$ cat src/hw/rtl/ipmf_pkg.sv
package ipmf_pkg;

    localparam int unsigned DEPTH = 64;

    localparam logic [31:0] FREE_MARK = 32'hFFFF_FFFF;
    localparam logic [7:0]  BYTE_ONES = 8'hFF;

    localparam logic [1:0] CMD_CHECK  = 2'd0;
    localparam logic [1:0] CMD_ADD    = 2'd1;
    localparam logic [1:0] CMD_REMOVE = 2'd2;

    localparam logic [1:0] ST_DONE      = 2'd0;
    localparam logic [1:0] ST_LIST_FULL = 2'd1;
    localparam logic [1:0] ST_NOT_FOUND = 2'd2;

    typedef struct packed {
        logic [1:0]  command;
        logic [31:0] address;
    } t_request;

    typedef struct packed {
        logic [1:0] status;
        logic       blocked;
    } t_result;

    // Command token walking the cell chain; done marks match, placement or shift
    typedef struct packed {
        logic        vld;
        logic [1:0]  command;
        logic [31:0] address;
        logic        done;
    } t_tok;

    // Entry handed one cell down while a remove closes the gap
    typedef struct packed {
        logic        en;
        logic        vld;
        logic [31:0] value;
    } t_pull;

    // A zero byte of a filter value is a wildcard
    function automatic logic [31:0] mask_of(input logic [31:0] v);
        logic [31:0] m;
        m = '0;
        for (int k = 0; k < 4; k++) begin
            if (v[8*k +: 8] != 8'd0) begin
                m[8*k +: 8] = BYTE_ONES;
            end
        end
        return m;
    endfunction

endpackage

$ cat src/hw/rtl/ipmf_cell.sv
module ipmf_cell
    import ipmf_pkg::*;
(
    input  logic  i_clk,
    input  logic  i_rst_n,
    input  t_tok  i_tok,
    output t_tok  o_tok,
    input  t_pull i_pull,
    output t_pull o_pull
);

    logic        r_vld, n_vld;
    logic [31:0] r_val, n_val;
    t_tok        r_tok;

    logic act, shifting, hit_check, hit_free, hit_eq, hit;

    always_comb begin
        act       = r_tok.vld && !r_tok.done;
        shifting  = r_tok.vld && r_tok.done && (r_tok.command == CMD_REMOVE);
        hit_check = r_vld && ((r_tok.address & mask_of(r_val)) == r_val);
        hit_free  = !r_vld || (r_val == FREE_MARK);
        hit_eq    = r_vld && (r_val == r_tok.address);

        case (r_tok.command)
            CMD_CHECK:  hit = hit_check;
            CMD_ADD:    hit = hit_free;
            CMD_REMOVE: hit = hit_eq;
            default:    hit = 1'b0;
        endcase

        n_vld = r_vld;
        n_val = r_val;
        // take the right neighbor's entry while a remove shifts past it
        if (i_pull.en) begin
            n_vld = i_pull.vld;
            n_val = i_pull.value;
        end
        // drop own entry; the right neighbor, if any, refills it next cycle
        if (shifting || (act && hit && r_tok.command == CMD_REMOVE)) begin
            n_vld = 1'b0;
        end
        if (act && hit && r_tok.command == CMD_ADD) begin
            n_vld = 1'b1;
            n_val = r_tok.address;
        end

        o_tok      = r_tok;
        o_tok.done = r_tok.done || (act && hit);

        o_pull.en    = shifting;
        o_pull.vld   = r_vld;
        o_pull.value = r_val;
    end

    always_ff @(posedge i_clk) begin
        if (!i_rst_n) begin
            r_vld <= 1'b0;
            r_tok <= '0;
        end else begin
            r_vld <= n_vld;
            r_tok <= i_tok;
        end
    end

    always_ff @(posedge i_clk) begin
        r_val <= n_val;
    end

endmodule
$ cat config.mk
export PLATFORM = sky130hd
export DESIGN_NAME = ipmf_cell
export DESIGN_NICKNAME = d
export VERILOG_FILES = /design/src/hw/rtl/ipmf_pkg.sv /design/src/hw/rtl/ipmf_cell.sv
export SDC_FILE = /design/constraint.sdc
export NUM_CORES = 1
export LEC_CHECK = 0
export BUFFER_PORTS_ARGS = -buffer_cell sky130_fd_sc_hd__buf_2
export CORE_MARGIN = 10
export CORE_UTILIZATION = 48
export CTS_CLUSTER_SIZE = 10
export DETAILED_ROUTE_END_ITERATION = 8
export PLACE_DENSITY = 0.86
export SKIP_CTS_REPAIR_TIMING = 1
export SLEW_MARGIN = 20
export SYNTH_ARGS = -nofsm -noshare
export SYNTH_HDL_FRONTEND = slang
export SYNTH_SLANG_ARGS = --single-unit
$ cat constraint.sdc
create_clock -name i_clk -period 2.9 [get_ports i_clk]
set_clock_uncertainty 0.1 [all_clocks]
set_input_delay 0.145 -clock i_clk [delete_from_list [all_inputs] [get_ports i_clk]]
set_output_delay 0.145 -clock i_clk [all_outputs]
set_load 0.01 [all_outputs]
== Word level (Yosys, flattened, before mapping) ==
Index checks and enable logic that the tools add are counted.
Storage, ports and cells
  register bits after elaboration: 69
  bits in latches: 0
  RAM bits: 0
  memory bits (read-only): 0
  input bits: 72
  output and inout port bits: 70
  word-level logic and storage cells: 42
  memories kept: 0
Operators by class
  add/sub/neg operators: 0
  multipliers: 0
  divide/modulo/power cells: 0
  $lt $le $gt $ge: 0
  equality and inequality tests: 5
  shift-type cells: 0
  muxes and demuxes: 10
  bitwise logic cells: 1
  reductions and logical operators: 20
Operator list (count)
  equality test 32 bit: 2
  two-way mux 32 bit: 2
  bitwise AND 32 bit: 1
  equality test 32 bit, second input constant: 1
  two-way mux 8 bit: 4
  nonzero test 8 bit: 4
  logical AND 1 bit: 8
  logical OR 1 bit: 3
  two-way mux 1 bit: 3
  one-hot mux 1 bit (3 select lines): 1
  nonzero test 3 bit: 1
  equality test 2 x 1 -> 1 bit, second input constant: 1
  equality test 2 bit, second input constant: 1
  logical NOT 1 bit: 2
  logical NOT 2 bit: 1
  nonzero test 2 bit: 1

== Longest topological paths before layout ==
Gate-level depths: netlist of run 1.
  word-level depth: 11
  depth in mapped cells: 7
  mapped depth without buffers: 7

== Least setup slack after synthesis of run 1 ==
OpenSTA, ideal clock, no wires.
  path type: reg2reg
  from: register r_val[16]
  to: register r_val[0] (enable)
  library setup time: 0.375 ns
  data arrival time: 1.776 ns
  required time: 2.425 ns
  slack: 0.650 ns
  cell stages (with the launch flop): 7
  path buffers: 1
  clock period less this slack: 2.250 ns
  cell sequence: edfxtp_1 nand4_1 nor4_1 a21boi_1 nor2_4 buf_4 or2_2
Between the ends
  longest elaborated chain between the ends: 9
  elaborated cells on any way between the ends: 13
  those cells by class: eq/ne: 3; mux: 2; bitwise: 1; reduce/logical: 7
Ends and longest elaborated chain
  from (decl): RTL line ipmf_cell.sv:13  | logic [31:0] r_val, n_val;
  from (signal assigned): RTL line ipmf_cell.sv:67  | r_val <= n_val;
  nonzero test 8 bit: RTL line ipmf_pkg.sv:46  | if (v[8*k +: 8] != 8'd0) begin
  two-way mux 8 bit: RTL line ipmf_pkg.sv:46
  bitwise AND 32 bit: RTL line ipmf_cell.sv:21  | hit_check = r_vld && ((r_tok.address & mask_of(r_val)) == r_val);
  equality test 32 bit: RTL line ipmf_cell.sv:21
  logical AND 1 bit: RTL line ipmf_cell.sv:21
  one-hot mux 1 bit (3 select lines) *: RTL line ipmf_cell.sv:25  | case (r_tok.command)
  logical AND 1 bit * (2 in a row): RTL line ipmf_cell.sv:43  | if (act && hit && r_tok.command == CMD_ADD) begin
  nonzero test 2 bit (no line) *
Every way passes the cells marked *; elsewhere a longest branch is shown, timed or not.
A chain may end at the register's enable or synchronous reset.

==> results of run 1 <==
[path summary, 6_finish.rpt]
| path | from | end | slack (ns) | cells after the start |
|---|---|---|---|---|
| setup / recovery | r_val[31] | o_tok[0] | 0.25 | 8 |
| hold / removal | i_pull[6] | r_val[6] | -0.003 | 2 |
| setup reg to reg | r_val[16] | r_val[24] | 0.38 | 7 |
| hold reg to reg | o_tok[30] | r_val[29] | 0.49 | 1 |
[layer usage]
layer  global-route usage (%)  wire (µm)  part of all wire, %  vias to the layer above
met5                        0          0                    0                        -
met4                     7.70        253                  2.4                        0
met3                     9.17       1300                   12                       26
met2                     28.9       5220                   49                      177
met1                     20.1       3830                   36                     1322
li1                         -          -                    -                     1363
[layout make-up]
type                    instances  area [µm²]  area share (%)
flip-flops and latches         69        1700            36.6
inverters                      24        90.1            1.94
well taps                      96         120            2.58
repair buffers                200        1280            27.6
clock buffers                  11         141            3.04
clock inverters                 5        73.8            1.59
multi-input cells             160        1240            26.7
[state kept, by name, indices dropped and copies added, names as in the netlist]
register and flops:
o_tok 35, r_vld 1, r_tok 1, r_val 32
[cell families after synthesis]
kind of cell           after synthesis  share of synthesized area (%)
XOR/XNOR                             3                          0.785
buffers and inverters               67                           12.0
flip-flops                          69                           50.9
AO/OA/AOI/OAI                       32                           8.12
multiplexers                        33                           11.1
AND/OR/NAND/NOR                     92                           17.2
[synthesized netlist by cell type, drive strengths merged]
| master | instances |
|---|---|
| o2111ai | 3 |
| a2111oi | 5 |
| or4bb | 1 |
| o22ai | 8 |
| mux2i | 1 |
| and3 | 3 |
| mux2 | 32 |
| nand4 | 9 |
| a21oi | 1 |
| o2bb2ai | 3 |
| or2 | 1 |
| a222oi | 2 |
| xor2 | 1 |
| a22oi | 2 |
| nor2b | 8 |
| nor3b | 1 |
| xnor2 | 2 |
| a311oi | 1 |
| edfxtp | 32 |
| dfxtp | 37 |
| nand3b | 1 |
| nor3 | 1 |
| nand2 | 3 |
| a21boi | 1 |
| o21ai | 2 |
| o221ai | 1 |
| a32oi | 1 |
| o21a | 1 |
| buf | 40 |
| inv | 24 |
| nand2b | 9 |
| nand3 | 3 |
| nor2 | 4 |
| and2 | 36 |
| nor4 | 12 |
| clkbuf | 3 |
| a31o | 1 |
[power groups by stage]
stage	Sequential [mW]	Clock, mW	Combinational [mW]
2_1_floorplan	1.16	0	0.168
3_3_place_gp	1.16	0	0.276
3_5_place_dp	1.17	0	0.281
4_1_cts	1.15	0.868	0.283
5_1_grt	1.16	0.913	0.372
6_report	1.15	0.864	0.342
==> results.txt, run 1 <==
----------------------------------------------------
[Timing]
  Shortest clock period the worst path allows after layout ... approximately 2.6 ns
  Transition time at the pin with the least slew margin ... ~0.55 ns
  Final hold viol count ... 2
  Total Negative Setup Slacks ... 0 ns
  Final-report setup violation count ... 0
  Number of pins with negative max-slew slack in the final report ... 0
  Worst setup margin ... ~0.25 ns
  Max Fclk ... 0.378 GHz
  Worst slew margin ... between 60% and 70%
  RSZ-0062 raised after global routing ... false
  Share of the clock period used by the worst path after layout ... 91.2%
  Worst slack on hold paths ... -0.00313 ns

[Power]
  Combinational share of power ... approximately 14%
  Proportion of total power due to net switching ... about 25%
  Portion of total power attributed to sequential cells ... between 40% and 50%
  Sw power ... 580 µW
  Total power after layout ... roughly 2.4 mW
  VDD IR max ... 0.000402 V
  Internal power ... around 1.8 mW
  Power per unit of standard cell area ... a little over 500 nW/µm²
  Lkg Pwr ... a little over 2 nW
  Portion of total power attributed to the clock network ... roughly 37%

[Global routing]
  Total global routing track utilization ... 18.2%
  Global-route wire length before repair ... around 14000 µm
  Largest net degree at the start of global routing ... 38
  Initial antenna violation count ... 0
  Vias in the first global route ... 2792
  Final global-route overflow total ... 0

[CTS]
  H-tree depth ... 3
  Clk_lat worst skew ... roughly 0.36 ns
  Maximum number of buffers from clock root to sink ... 2
  Num CTS Buffers ... 9
  Clock tree from TritonCTS ... done
  CTS Root Cell ... clkbuf_8
  Number of clock sinks seen by CTS ... 69
  Clock-pin slew on the worst setup and hold paths ... about 0.070 ns

[Setup path]
  Kind of cell with the highest combined delay on the critical path ... simple AND/OR/NAND/NOR gates
  Cell Chain, Critical Path ... xnor2_1 > o221ai_1 > nor4_1 > o2bb2ai_1 > nor4_2 > o21ai_0 > nand2b_1 > buf_2
  CP arrival ... 2.40 ns
  Count of buffer and inverter cells on the critical path ... 1
  Required time worst endpoint ... 2.65 ns
  Category of the most critical setup path ... reg -> out
  Worst path max stage delay ... roughly 0.46 ns
  Worst-path cell with the longest stage delay ... edfxtp_1
  Biggest fanout along the worst timing path ... 4
  Nature of the critical path startpoint ... flop
  CP Capture Type ... primary output

[Cells and area]
  Post-Layout Cell Count ... around 570
  Number of nets in the layout ... 536
  Finished Cell Area ... approximately 4700 µm²
  Leading cell types in the layout, fill and taps excluded ... 141 x buf_2, 54 x dlygate4sd3_1, 37 x dfxtp_1
  Core utilization of the finished layout ... between 60% and 70%
  Area delta synth->final ... 39.1%
  Share of final-layout standard cells stronger than drive strength 1 ... between 40% and 50%
  Count of antenna diodes in the layout ... 0
  Filler cell count ... a little over 500
  Most common library cell in the layout ignoring fill and taps ... buf_2

[Floorplanning]
  I/O pin cnt ... about 140
  Die width ... 103 µm
  Initial Utilization ... approximately half
  Overall die height ... ~100 µm
  Placeable core area ... between 6000 and 7000 µm²
  Standard-cell rows ... 30
  Die Area ... 10700 µm²

[Yosys]
  Sequential-to-total area share from yosys stat ... between 50% and 60%
  Syn_nets ... roughly 370
  Count of yosys warnings during synthesis ... 0
  Count of state elements after synthesis ... 69
  Largest cells by area after synthesis ... edfxtp_1 29%, dfxtp_1 22%, mux2_2 10%
  Netlist area before placement ... about 3300 µm²
  Cells after Synth ... roughly 300
  Synth area leader ... edfxtp_1
  Count of cell types in the netlist ... 41
  Post-Syn Area per Cell ... between 10 and 15 µm²
  Share of Yosys cell area claimed by the top area cell type ... 28.7%

[Placement]
  Number of input and output port buffers inserted ... approximately 140
  Worst Setup Slack post-DPL ... between 0.4 and 0.5 ns
  HPWL after detailed placement ... approximately 7800 µm
  Cell count after placement ... around 500
  Area post-placement ... 3900 µm²
  GP Congestion ... approximately 0.93

[Routing]
  Ratio of routed vias to standard cells ... between 5 and 6
  Number of violations reported at the end of detailed-routing iteration 0 ... 188
  Post-DR wirelength/cell ... 18.8 µm
  Final routed DRC violation total ... 0
  Detailed Routing Iterations Pass 1 ... 5
  Vias ... 2888
  Final ANT Viol Nets ... 0
  Total wire length after detailed routing ... roughly 11000 µm

[Status]
  Status ... finished, violations left
  Violated checks ... hold timing

[Min path]
  Type of the worst min-delay path ... in -> reg

[Flow run]
  Count of max-cap constraint violations ... 0

----------------------------------------------------
Power figures use the tool's default switching activity.
==> run 2: changes to the inputs <==
Settings changed: CELL_PAD_IN_SITES_DETAIL_PLACEMENT set to 1, CELL_PAD_IN_SITES_GLOBAL_PLACEMENT set to 1, CORE_UTILIZATION 48 to 36.
==> results.txt, run 2 (synthesis results as in run 1) <==
----------------------------------------------------
[Cells and area]
  Area delta synth->final ... 36.2%
  Storage element area ... 1700 µm²
  Count of antenna diodes in the layout ... 0
  Share of final-layout standard cells stronger than drive strength 1 ... between 40% and 50%
  Most common library cell in the layout ignoring fill and taps ... buf_2
  Post-Layout Cell Count ... roughly 570
  Number of nets in the layout ... about 530
  Leading cell types in the layout, fill and taps excluded ... 141 x buf_2, 47 x dlygate4sd3_1, 37 x dfxtp_1
  Filler cell count ... between 900 and 1000
  Area occupied by multi-input gates ... approximately 1200 µm²
  Number of flip-flops in the largest register ... 35
  Finished Cell Area ... 4560 µm²

[Setup path]
  Count of buffer and inverter cells on the critical path ... 1
  Nature of the critical path startpoint ... flop
  Kind of cell with the highest combined delay on the critical path ... simple AND/OR/NAND/NOR gates
  Crit path top cell by count ... nand2b_1
  Critical register-to-register path startpoint ... r_val[16]
  Worst path max stage delay ... between 0.4 and 0.5 ns
  Critical path capture point ... o_tok[0]
  Category of the most critical setup path ... reg -> out
  CP arrival ... 2.50 ns
  Worst Setup SP ... r_val[26]
  CP Capture Type ... primary output
  Number of cell instances on the worst register-to-register path ... 6
  Capture instance of the worst register-to-register path ... r_val[13]
  Biggest fanout along the worst timing path ... 5
  Worst-path cell with the longest stage delay ... edfxtp_1
  Cell Chain, Critical Path ... nand2b_1 > o2111ai_1 > a2111oi_2 > nand4_1 > nor4_2 > o21ai_0 > nand2b_1 > buf_2
  Required time worst endpoint ... between 2 and 3 ns
  Flop2flop setup slack ... around 0.32 ns
  Total stage count of the critical path ... 8

[Power]
  Portion of total power attributed to the clock network ... a little under a third
  Power per unit of standard cell area ... 480 nW/µm²
  Combinational share of power ... 15.7%
  Total power after layout ... 2.19 mW
  Sw power ... 596 µW
  Lkg Pwr ... between 1.5 and 2 nW
  Internal power ... 1.59 mW
  Portion of total power attributed to sequential cells ... ~53%
  Proportion of total power due to net switching ... between 20% and 30%
  VDD IR max ... between 0.0002 and 0.00025 V

[Routing]
  Vias ... 2838
  Final routed DRC violation total ... 0
  Post-DR wirelength/cell ... about 21 µm
  Detailed Routing Iterations Pass 1 ... 4
  Total wire length after detailed routing ... 12000 µm
  Final ANT Viol Nets ... 0
  Ratio of routed vias to standard cells ... between 4 and 5
  Number of violations reported at the end of detailed-routing iteration 0 ... about 160

[Timing]
  Final-report setup violation count ... 0
  Transition time at the pin with the least slew margin ... roughly 0.56 ns
  Number of pins with negative max-slew slack in the final report ... 0
  Final hold viol count ... 0
  Shortest clock period the worst path allows after layout ... 2.75 ns
  Max Fclk ... about 0.36 GHz
  Worst slack on hold paths ... 0.00274 ns
  Share of the clock period used by the worst path after layout ... approximately 95%
  Total Negative Setup Slacks ... 0 ns
  Worst slew margin ... 63.0%
  RSZ-0062 raised after global routing ... false

[Global routing]
  Initial antenna violation count ... 0
  Vias in the first global route ... 3011
  Largest net degree at the start of global routing ... 38
  Final global-route overflow total ... 0
  Total global routing track utilization ... 16.6%
  Global-route wire length before repair ... 16900 µm

[CTS]
  CTS Root Cell ... clkbuf_8
  Maximum number of buffers from clock root to sink ... 2
  Number of clock sinks seen by CTS ... 69
  H-tree depth ... 3
  Clock tree from TritonCTS ... done
  Num CTS Buffers ... 9
  Clk_lat worst skew ... 0.35 ns
  Clock-pin slew on the worst setup and hold paths ... ~0.08 ns

[Floorplanning]
  Placeable core area ... approximately 9000 µm²
  Die width ... ~120 µm
  Overall die height ... between 100 and 150 µm
  Initial Utilization ... ~37%
  Standard-cell rows ... 35
  I/O pin cnt ... 142
  Die Area ... around 14000 µm²

[Placement]
  Number of input and output port buffers inserted ... ~140
  Area post-placement ... 3910 µm²
  Cell count after placement ... between 500 and 600
  GP Congestion ... approximately 1
  HPWL after detailed placement ... between 9000 and 10000 µm

[Flow run]
  Count of max-cap constraint violations ... 0

[Min path]
  Type of the worst min-delay path ... in -> reg

[Status]
  Status ... complete, no violations

----------------------------------------------------
-- run 2: worst min-delay path by stage --
stage | startpoint | end | slack [ns] | depth (start not counted)
after detailed placement | i_tok[33] | o_tok[33] | 0.25 | 2
after CTS | i_tok[19] | o_tok[19] | -0.12 | 2
after global routing | i_pull[31] | r_val[31] | -0.02 | 2
after floorplan | i_rst_n | o_tok[1] | 0.17 | 1
final | i_pull[31] | r_val[31] | 0.003 | 2
after global placement | i_tok[33] | o_tok[33] | 0.24 | 2
-- run 2: routing by layer --
metal  wire [µm]  track usage, %
met1        4790            18.8
met2        6160            28.5
met3         873            5.14
met4         159            6.17
met5           0               0
-- run 2: area by class of cell --
class / instances / share of cell area, %
sequential: 69 / 37.3
tap: 111 / 3.05
inverter: 24 / 1.98
clock inverter: 5 / 0.576
clock buffer: 11 / 3.10
multi-input combinational: 160 / 27.4
timing repair buffer: 191 / 26.6
-- run 2: metrics by stage --
step	util (%)	worst slack, ns
after floorplan	-	0.650
after global placement	42.8	0.515
after detailed placement	42.8	0.380
after CTS	44.6	0.138
after global routing	49.8	0.0229
final	49.8	0.152
-- run 2: power by group through the flow --
stage / clock network [mW] / logic, mW / registers, mW
2_1_floorplan: 0 / 0.168 / 1.16
3_3_place_gp: 0 / 0.280 / 1.17
3_5_place_dp: 0 / 0.291 / 1.17
4_1_cts: 0.716 / 0.293 / 1.15
5_1_grt: 0.764 / 0.373 / 1.16
6_report: 0.692 / 0.343 / 1.15
-- run 2: worst register-to-register path, delay by kind of cell, from the launching register on --
family | cells | cell delay (ns)
compound gates | 1 | 0.20
buf+inv | 1 | 0.32
flops | 1 | 0.47
mux | 1 | 0.38
simple gates | 3 | 0.87
